==> src/cml_pkg.sv <==
// Shared types and constants for the coordinate mark list.
`timescale 1ns / 1ps

package cml_pkg;

  localparam int CMD_W = 2;
  localparam int CRD_W = 10;
  localparam int CNT_W = 9;
  localparam int IDX_W = 8;
  localparam int STS_W = 2;

  localparam logic [CNT_W-1:0] CAP_RESET = 9'd256;

  typedef enum logic [CMD_W-1:0] {
    CMD_ADD    = 2'd0,
    CMD_REMOVE = 2'd1,
    CMD_FIND   = 2'd2,
    CMD_NOP    = 2'd3
  } cmd_t;

  typedef enum logic [STS_W-1:0] {
    STAT_OK      = 2'd0,
    STAT_FULL    = 2'd1,
    STAT_EMPTY   = 2'd2,
    STAT_MISSING = 2'd3
  } status_t;

  typedef enum logic [1:0] {
    ST_IDLE,
    ST_SEARCH,
    ST_SHIFT,
    ST_DONE
  } fsm_t;

  typedef struct packed {
    cmd_t             cmd;
    logic [CRD_W-1:0] coord_x;
    logic [CRD_W-1:0] coord_y;
  } in_req_t;

  typedef struct packed {
    status_t          status;
    logic [IDX_W-1:0] found_index;
    logic [CNT_W-1:0] live_count;
  } out_rsp_t;

endpackage

==> src/cml_seq.sv <==
// Sequencer: append, linear search and compaction over the mark storage.
`timescale 1ns / 1ps

module cml_seq import cml_pkg::*; #(
  parameter int DEPTH      = 256,
  parameter int COORD_BITS = 10,
  localparam int AW        = $clog2(DEPTH),
  localparam int EW        = 2 * COORD_BITS
) (
  input  logic             clk,
  input  logic             rst_n,
  input  logic             in_valid,
  output logic             in_ready,
  input  in_req_t          in_data,
  input  logic [CNT_W-1:0] cap_i,
  output logic             res_valid,
  input  logic             res_free,
  output out_rsp_t         res_data,
  output logic             mem_we,
  output logic [AW-1:0]    mem_waddr,
  output logic [EW-1:0]    mem_wdata,
  output logic [AW-1:0]    mem_raddr,
  input  logic [EW-1:0]    mem_rdata
);

  fsm_t             state_r, state_nxt;
  cmd_t             cmd_r, cmd_nxt;
  logic [EW-1:0]    mark_r, mark_nxt;
  logic [CNT_W-1:0] cnt_r, cnt_nxt;
  logic [CNT_W-1:0] count_r, count_nxt;
  status_t          status_r, status_nxt;
  logic [CNT_W-1:0] index_r, index_nxt;

  logic             accept;
  logic [EW-1:0]    mark_in;
  logic [CNT_W-1:0] lim;
  logic             room;
  logic             hit;
  logic [CNT_W:0]   cnt_p1;
  logic [CNT_W:0]   cnt_p2;
  logic             last;

  assign accept  = in_valid && in_ready;
  assign mark_in = {COORD_BITS'(in_data.coord_y), COORD_BITS'(in_data.coord_x)};
  assign lim     = (32'(cap_i) > DEPTH) ? CNT_W'(DEPTH) : cap_i;
  assign room    = count_r < lim;
  assign hit     = mem_rdata == mark_r;
  assign cnt_p1  = {1'b0, cnt_r} + (CNT_W+1)'(1);
  assign cnt_p2  = {1'b0, cnt_r} + (CNT_W+1)'(2);
  // count is already decremented while shifting, so one compare ends both phases
  assign last    = cnt_p1 >= {1'b0, count_r};

  always_comb begin
    state_nxt = state_r;
    unique case (state_r)
      ST_IDLE: begin
        if (accept) begin
          if ((in_data.cmd == CMD_REMOVE || in_data.cmd == CMD_FIND) && count_r != '0) begin
            state_nxt = ST_SEARCH;
          end else begin
            state_nxt = ST_DONE;
          end
        end
      end
      ST_SEARCH: begin
        if (hit) begin
          state_nxt = (cmd_r == CMD_REMOVE && !last) ? ST_SHIFT : ST_DONE;
        end else if (last) begin
          state_nxt = ST_DONE;
        end
      end
      ST_SHIFT: begin
        if (last) begin
          state_nxt = ST_DONE;
        end
      end
      ST_DONE: begin
        if (res_free) begin
          state_nxt = ST_IDLE;
        end
      end
      default: state_nxt = ST_IDLE;
    endcase
  end

  always_comb begin
    in_ready  = 1'b0;
    res_valid = 1'b0;
    mem_we    = 1'b0;
    mem_waddr = AW'(count_r);
    mem_wdata = mark_in;
    mem_raddr = '0;
    unique case (state_r)
      ST_IDLE: begin
        in_ready = 1'b1;
        mem_we   = accept && in_data.cmd == CMD_ADD && room;
      end
      ST_SEARCH: begin
        mem_raddr = AW'(cnt_p1);
      end
      ST_SHIFT: begin
        mem_we    = 1'b1;
        mem_waddr = AW'(cnt_r);
        mem_wdata = mem_rdata;
        mem_raddr = AW'(cnt_p2);
      end
      ST_DONE: begin
        res_valid = 1'b1;
      end
      default: ;
    endcase
  end

  always_comb begin
    cmd_nxt    = cmd_r;
    mark_nxt   = mark_r;
    cnt_nxt    = cnt_r;
    count_nxt  = count_r;
    status_nxt = status_r;
    index_nxt  = index_r;
    case (state_r)
      ST_IDLE: begin
        if (accept) begin
          cmd_nxt    = in_data.cmd;
          mark_nxt   = mark_in;
          cnt_nxt    = '0;
          status_nxt = STAT_OK;
          index_nxt  = '0;
          case (in_data.cmd)
            CMD_ADD: begin
              if (room) begin
                index_nxt = count_r;
                count_nxt = count_r + CNT_W'(1);
              end else begin
                status_nxt = STAT_FULL;
              end
            end
            CMD_REMOVE: begin
              if (count_r == '0) status_nxt = STAT_EMPTY;
            end
            CMD_FIND: begin
              if (count_r == '0) status_nxt = STAT_MISSING;
            end
            default: ;
          endcase
        end
      end
      ST_SEARCH: begin
        if (hit) begin
          index_nxt = cnt_r;
          if (cmd_r == CMD_REMOVE) count_nxt = count_r - CNT_W'(1);
        end else if (last) begin
          status_nxt = STAT_MISSING;
        end else begin
          cnt_nxt = CNT_W'(cnt_p1);
        end
      end
      ST_SHIFT: begin
        cnt_nxt = CNT_W'(cnt_p1);
      end
      default: ;
    endcase
  end

  always_ff @(posedge clk) begin
    if (!rst_n) begin
      state_r <= ST_IDLE;
      count_r <= '0;
    end else begin
      state_r <= state_nxt;
      count_r <= count_nxt;
    end
  end

  always_ff @(posedge clk) begin
    cmd_r    <= cmd_nxt;
    mark_r   <= mark_nxt;
    cnt_r    <= cnt_nxt;
    status_r <= status_nxt;
    index_r  <= index_nxt;
  end

  assign res_data.status      = status_r;
  assign res_data.found_index = IDX_W'(index_r);
  assign res_data.live_count  = count_r;

endmodule

==> config.mk <==
export PLATFORM = sky130hd
export DESIGN_NAME = cml_seq
export DESIGN_NICKNAME = d
export VERILOG_FILES = /design/src/cml_pkg.sv /design/src/cml_seq.sv
export SDC_FILE = /design/constraint.sdc
export NUM_CORES = 1
export LEC_CHECK = 0
export ABC_AREA = 1
export BUFFER_PORTS_ARGS = -buffer_cell sky130_fd_sc_hd__buf_2
export CAP_MARGIN = 20
export CORE_AREA = 2 2 93 95
export CTS_CLUSTER_DIAMETER = 80
export CTS_CLUSTER_SIZE = 14
export DETAILED_ROUTE_END_ITERATION = 6
export DIE_AREA = 0 0 95 97
export GPL_TIMING_DRIVEN = 0
export PLACE_DENSITY = 0.75
export SLEW_MARGIN = 30
export SYNTH_ARGS = -nofsm -noshare
export SYNTH_HDL_FRONTEND = slang
export SYNTH_SLANG_ARGS = --single-unit
==> constraint.sdc <==
create_clock -name clk -period 3.5 [get_ports clk]
set_clock_uncertainty 0.2 [all_clocks]
set_input_delay 0.175 -clock clk [delete_from_list [all_inputs] [get_ports clk]]
set_output_delay 0.175 -clock clk [all_outputs]
set_load 0.01 [all_outputs]
==> impl_metrics.env, run 1 <==
export IMPL_status="finished, final reports clean"
export IMPL_power_density_nw_per_um2=759
export IMPL_path_delay_family="simple AND/OR/NAND/NOR gates"
export IMPL_drive_gt1_frac=0.221
export IMPL_fin_cells=798
export IMPL_final_nets=783
export IMPL_syn_area_per_cell_um2=7.24
export IMPL_cts_buffer_depth=2
export IMPL_period_share=0.923
export IMPL_syn_area_um2=3970
export IMPL_dp_cells=764
export IMPL_grt_max_degree=25
export IMPL_placement_io_buffers=111
export IMPL_antenna_found_initial=0
export IMPL_cts_made_buffers=5
export IMPL_cp_required_ns=3.32
export IMPL_setup_viol=0
export IMPL_crit_fanout=9
export IMPL_drt_iter0_drc=228
export IMPL_cp_num_buf_inv=1
export IMPL_start_util=0.488
export IMPL_final_cell_mix="nand2_1 (168), buf_2 (112), inv_1 (72), nor2_1 (53), edfxtp_1 (41)"
export IMPL_root_buffer="clkbuf_8"
export IMPL_finalHoldViolCount=0
export IMPL_slowest_delay_ns=0.47
export IMPL_max_freq_mhz=310
export IMPL_arrival_ns=3.05
export IMPL_antenna_left=0
export IMPL_firstDrtPassIters=5
export IMPL_cp_start_kind="register"
export IMPL_maxCapViolations=0
export IMPL_vias_per_cell=5.19
export IMPL_drc=0
export IMPL_tritoncts="built"
export IMPL_gp_congestion=0.917
export IMPL_core_area_um2=8130
export IMPL_setup_slack_ns=0.270
export IMPL_final_max_slew_viol_count=0
export IMPL_worstMarginPinSlew_ns=0.757
export IMPL_path_cells="ha_1 -> nand2_1 -> nor2_2 -> nand2_1 -> xor2_1 -> nor2_1 -> a21oi_1 -> inv_1 -> ha_1 -> a21oi_1 -> nor2_1 -> nor3b_2 -> nand2_1 -> nand2_1 -> and3_4"
export IMPL_max_slew_margin=0.495
export IMPL_final_util=0.615
export IMPL_num_rows=33
export IMPL_synthToLayoutAreaGrowth_pct=26.1
export IMPL_cellLeakagePower_nw=2.66
export IMPL_min_period_ns=3.23
export IMPL_track_usage=0.242
export IMPL_antenna_diode_count=0
export IMPL_clk_pin_slew_ns=0.09
export IMPL_place_ws_ns=-0.105
export IMPL_seq_area_frac_synth=0.366
export IMPL_grt_overflow=0
export IMPL_routedWlPerCell_um=13.9
export IMPL_tns_ns=0
export IMPL_final_common_cell="nand2_1"
export IMPL_synth_cells=548
export IMPL_clock_latency_ns=0.31
export IMPL_hp_class="input pin to register"
export IMPL_synth_warning_count=0
export IMPL_grt_pass1_wl_um=17800
export IMPL_via_count=4140
export IMPL_die_x_um=95
export IMPL_crit_type="register to register"
export IMPL_yosysUniqueCellTypes=41
export IMPL_wirelength_um=11100
export IMPL_vdd_drop_max_mv=0.321
export IMPL_cp_slowest_cell="edfxtp_1"
export IMPL_dp_hpwl_um=8470
export IMPL_fin_hold_ws_ns=0.0224
export IMPL_rsz0062_at_grt="no"
export IMPL_h_tree_depth=2
export IMPL_ys_ff_latch=52
export IMPL_grt_pass1_vias=3954
export IMPL_die_y_um=97
export IMPL_path_common_cell="nand2_1"
export IMPL_cp_end_kind="register"
export IMPL_syn_num_nets=639
export IMPL_pin_count=113
export IMPL_cts_sinks=52
export IMPL_fp_dieArea_um2=9220
-- worst paths after layout --
kind,startpoint,to,slack (ns),cells after the start
setup / recovery,cnt_r[1],cnt_r[0],0.27,15
hold reg to reg,state_r[1],state_r[1],0.33,2
setup reg to reg,cnt_r[1],cnt_r[0],0.27,15
hold / removal,res_free,state_r[1],0.02,4
-- cells in the mapped netlist, drive strengths merged --
cell	count	area, um^2
a22o	1	8.76
fa	1	20.0
dfxtp	11	220
xnor2	4	35.0
nand4	6	37.5
a32o	1	10.0
edfxtp	41	1230
clkbuf	7	26.3
nand3	20	118
nor3b	1	7.51
ha	35	438
a21o	2	15.0
a31oi	1	6.26
o21a	1	7.51
nor3	4	25.0
and3	1	6.26
clkinv	3	11.3
a21oi	23	119
or2	2	12.5
nor4	1	6.26
nor2	58	228
o211ai	2	15.0
o22ai	8	50.1
inv	88	330
xor2	12	105
o31ai	1	7.51
nand2	170	643
a32oi	1	8.76
buf	3	20.0
o21ai	39	199
-- timing repair --
action,CTS,global route
pin swaps,0,1
hold endpoints to repair,32,0
setup buffers,0,3
hold buffers,23,0
resized for setup,1,3
setup endpoints to repair,9,9
-- cell families after synthesis --
group	count (synthesis)	synth area share
buf+inv	101	0.0978
fa+ha+maj	36	0.115
xor+xnor	16	0.0353
compound gates	80	0.113
flops	52	0.366
simple gates	263	0.273
-- report_power, final --
part	switching (W)	total (W)	internal [W]
Sequential	0.000175	0.00112	0.000948
Combinational	0.00149	0.00233	0.000843
Clock	0.000204	0.000340	0.000137
Total	0.00187	0.00379	0.00193
-- routing by layer --
layer	track usage	up-vias	wire length [um]
met1	0.309	1897	4750
met2	0.414	169	5380
met4	0.0836	0	256
li1	-	2052	-
met5	0	-	0
met3	0.0327	22	707
-- stage by stage --
step / power (W) / area (um^2)
global placement: 0.00330 / 4650
floorplan: 0.00264 / 3970
CTS: 0.00374 / 4970
global route: 0.00414 / 5000
detailed placement: 0.00337 / 4650
finish: 0.00379 / 5000
-- area by class of cell --
type	instances	area [um^2]
sequential	52	1450
tap	105	131
clock buffer	5	68.8
timing repair buffer	137	808
inverter	91	342
fill	740	3130
clock inverter	3	13.8
buffer	10	46.3
multi-input combinational	395	2140
-- registers in the layout (all words and copies together) (netlist names) --
name / flops
mark_r: 20
cnt_r: 9
count_r: 9
index_r: 8
cmd_r: 2
state_r: 2
status_r: 2
-- tightest hold or removal path, stage by stage --
cell	delay [ns]
buf_2	0.09
o22ai_1	0.09
nand2_1	0.07
a21oi_1	0.06
Note: power is estimated with default switching activity, not from simulation.
==> inputs of run 2 (changes only) <==
--- a/config.mk
+++ b/config.mk
@@ -5,16 +5,15 @@
 export SDC_FILE = /design/constraint.sdc
 export NUM_CORES = 1
 export LEC_CHECK = 0
-export ABC_AREA = 1
 export BUFFER_PORTS_ARGS = -buffer_cell sky130_fd_sc_hd__buf_2
 export CAP_MARGIN = 20
-export CORE_AREA = 2 2 93 95
+export CORE_AREA = 2 2 90 92
 export CTS_CLUSTER_DIAMETER = 80
 export CTS_CLUSTER_SIZE = 14
 export DETAILED_ROUTE_END_ITERATION = 6
-export DIE_AREA = 0 0 95 97
+export DIE_AREA = 0 0 92 94
 export GPL_TIMING_DRIVEN = 0
-export PLACE_DENSITY = 0.75
+export PLACE_DENSITY = 0.77
 export SLEW_MARGIN = 30
 export SYNTH_ARGS = -nofsm -noshare
 export SYNTH_HDL_FRONTEND = slang
==> impl_metrics.env, run 2 <==
export IMPL_path_common_cell="ha_1"
export IMPL_ys_ff_latch=52
export IMPL_cp_num_buf_inv=0
export IMPL_vias_per_cell=5.75
export IMPL_worstRegToRegCells=11
export IMPL_status="finished, final reports clean"
export IMPL_cts_sinks=52
export IMPL_die_y_um=94
export IMPL_yosysUniqueCellTypes=51
export IMPL_largest_register="mark_r"
export IMPL_tritoncts="built"
export IMPL_synth_warning_count=0
export IMPL_syn_area_um2=3780
export IMPL_period_share=0.985
export IMPL_syn_area_per_cell_um2=9.76
export IMPL_clk_pin_slew_ns=0.11
export IMPL_min_delay_start="res_free"
export IMPL_maxCapViolations=0
export IMPL_grt_overflow=0
export IMPL_max_freq_mhz=290
export IMPL_pin_count=113
export IMPL_timing_rr_end="cnt_r[7]"
export IMPL_cp_required_ns=3.34
export IMPL_cp_end_kind="register"
export IMPL_antenna_left=0
export IMPL_dp_hpwl_um=7800
export IMPL_min_path_cells=4
export IMPL_track_usage=0.247
export IMPL_placement_io_buffers=112
export IMPL_grt_max_degree=25
export IMPL_largest_register_ffs=20
export IMPL_setup_viol=0
export IMPL_antenna_found_initial=0
export IMPL_h_tree_depth=2
export IMPL_final_nets=624
export IMPL_hp_class="input pin to register"
export IMPL_synth_commonest_cells="nand2_1 (46), edfxtp_1 (41), ha_1 (35)"
export IMPL_syn_num_nets=478
export IMPL_synth_top_area_share=0.326
export IMPL_timing_rr_start="cnt_r[1]"
export IMPL_fp_dieArea_um2=8650
export IMPL_synth_cells=387
export IMPL_die_x_um=92
export IMPL_max_slew_margin=0.513
export IMPL_arrival_ns=3.28
export IMPL_final_area_um2=4870
export IMPL_routedWlPerCell_um=17.1
export IMPL_start_util=0.496
export IMPL_synth_most_common_cell="nand2_1"
export IMPL_wirelength_um=10900
export IMPL_synth_edf_count=41
export IMPL_num_rows=32
export IMPL_synthToLayoutAreaGrowth_pct=28.9
export IMPL_gp_congestion=0.936
export IMPL_ys_flop_type="edfxtp_1"
export IMPL_final_max_slew_viol_count=0
export IMPL_final_cell_mix="buf_2 (112), nand2_1 (46), edfxtp_1 (41), ha_1 (34), xor2_1 (24)"
export IMPL_drc=0
export IMPL_cp_start_kind="register"
export IMPL_vdd_drop_max_mv=0.351
export IMPL_core_area_um2=7610
export IMPL_crit_type="register to register"
export IMPL_rrSetupSlack_ns=0.05
export IMPL_hold_path_end="state_r[0]"
export IMPL_use_met2=0.453
export IMPL_synthTopCellsByArea="edfxtp_1 (33%), ha_1 (12%), mux2_2 (6.0%)"
export IMPL_via_count=3660
export IMPL_drt_iter0_drc=316
export IMPL_cts_buffer_depth=2
export IMPL_grt_pass1_wl_um=16800
export IMPL_root_buffer="clkbuf_8"
export IMPL_worstMarginPinSlew_ns=0.730
export IMPL_final_common_cell="buf_2"
export IMPL_finalHoldViolCount=0
export IMPL_crit_fanout=5
export IMPL_yosys_area_top_type="edfxtp_1"
export IMPL_antenna_diode_count=0
export IMPL_path_delay_family="compound AO/OA/AOI/OAI gates"
export IMPL_path_cells="ha_1 -> and3_2 -> nand2_1 -> xnor2_2 -> ha_1 -> a21o_1 -> a211oi_2 -> o22ai_1 -> a211o_1 -> o21ai_2 -> and2_4"
export IMPL_power_density_nw_per_um2=708
export IMPL_use_met1=0.281
export IMPL_firstDrtPassIters=7
export IMPL_met3_usage=0.0441
export IMPL_cellLeakagePower_nw=2.18
export IMPL_ys_async_sr_fraction=0
export IMPL_postPlaceCellArea_um2=4460
export IMPL_drive_gt1_frac=0.301
export IMPL_tns_ns=0
export IMPL_grt_pass1_vias=3594
export IMPL_cp_slowest_cell="edfxtp_1"
export IMPL_seq_area_frac_synth=0.384
export IMPL_slowest_delay_ns=0.48
export IMPL_reg_top3="mark_r x20, cnt_r x9, count_r x9"
export IMPL_cts_made_buffers=5
export IMPL_grt_busiest_layer="met2"
export IMPL_clock_latency_ns=0.32
export IMPL_min_period_ns=3.45
==> run 2: cell types whose count changed in the layout (fill, tap and decap cells not counted), moves of 8 or more <==
| cell | before | now |
|---|---|---|
| nand2_1 | 168 | 46 |
| inv_1 | 72 | 20 |
| nor2_1 | 53 | 19 |
| mux2_2 | 0 | 20 |
| inv_2 | 16 | 0 |
| o21ai_1 | 13 | 0 |
| xor2_1 | 12 | 24 |
| a21oi_1 | 22 | 11 |
| and2_1 | 0 | 8 |
| mux2i_1 | 0 | 8 |
==> run 2: worst min-delay path, stage by stage <==
cell and delay (ns):
buf_2 0.08, nor2b_1 0.06, nor2_1 0.11, a31oi_1 0.09
==> run 2: layer usage <==
layer | part of all wire | routed length, um
met1 | 0.39 | 4260
met2 | 0.49 | 5330
met3 | 0.079 | 862
met4 | 0.038 | 412
met5 | 0 | 0
==> run 2: worst max path at each step <==
stage	slack, ns	to	start	cells past startpoint
2_1_floorplan	0.29	cnt_r[0]	cnt_r[2]	11
3_3_place_gp	-0.14	cnt_r[3]	cnt_r[2]	11
3_5_place_dp	-0.20	cnt_r[3]	cnt_r[2]	11
4_1_cts	0.008	cnt_r[3]	cnt_r[1]	11
5_1_grt	-0.004	cnt_r[0]	cnt_r[1]	11
6_report	0.05	cnt_r[7]	cnt_r[1]	11
==> run 2: cell type report <==
cell class	count	area [um^2]
clock buffer	5	68.8
inverter	21	78.8
sequential	52	1450
buffer	16	86.3
clock inverter	3	42.5
timing repair buffer	139	821
multi-input combinational	298	2190
fill	634	2740
tap	102	128
==> run 2: what timing repair did <==
item,in CTS,in global routing
hold buffers,23,0
hold endpoints to repair,23,0
setup endpoints to repair,9,11
cloned,0,1
pin swaps,0,3
gates resized for setup,2,9
buffers inserted,3,1
==> run 2: power by group <==
part / switching [W] / internal [W]
Combinational: 0.00117 / 0.000798
Sequential: 0.000113 / 0.000943
Clock: 0.000209 / 0.000212
==> run 2: cell families after synthesis <==
logic type | share of synthesized area
buffers and inverters | 0.0444
multiplexers | 0.0809
XOR/XNOR | 0.0719
AO/OA/AOI/OAI | 0.137
flip-flops | 0.384
AND/OR/NAND/NOR | 0.161
adder cells (fa/ha/maj) | 0.121
==> run 2: through the flow <==
step	hold WS (ns)	instances	power [W]	util	setup WS [ns]
6_report	0.0258	636	0.00345	0.640	0.0523
5_1_grt	0.0688	636	0.00366	0.640	-0.00368
4_1_cts	0.00392	634	0.00336	0.635	0.00763
3_5_place_dp	0.171	601	0.00288	0.587	-0.197
3_3_place_gp	0.164	601	0.00282	0.587	-0.137
2_1_floorplan	0.0739	387	0.00228	-	0.291
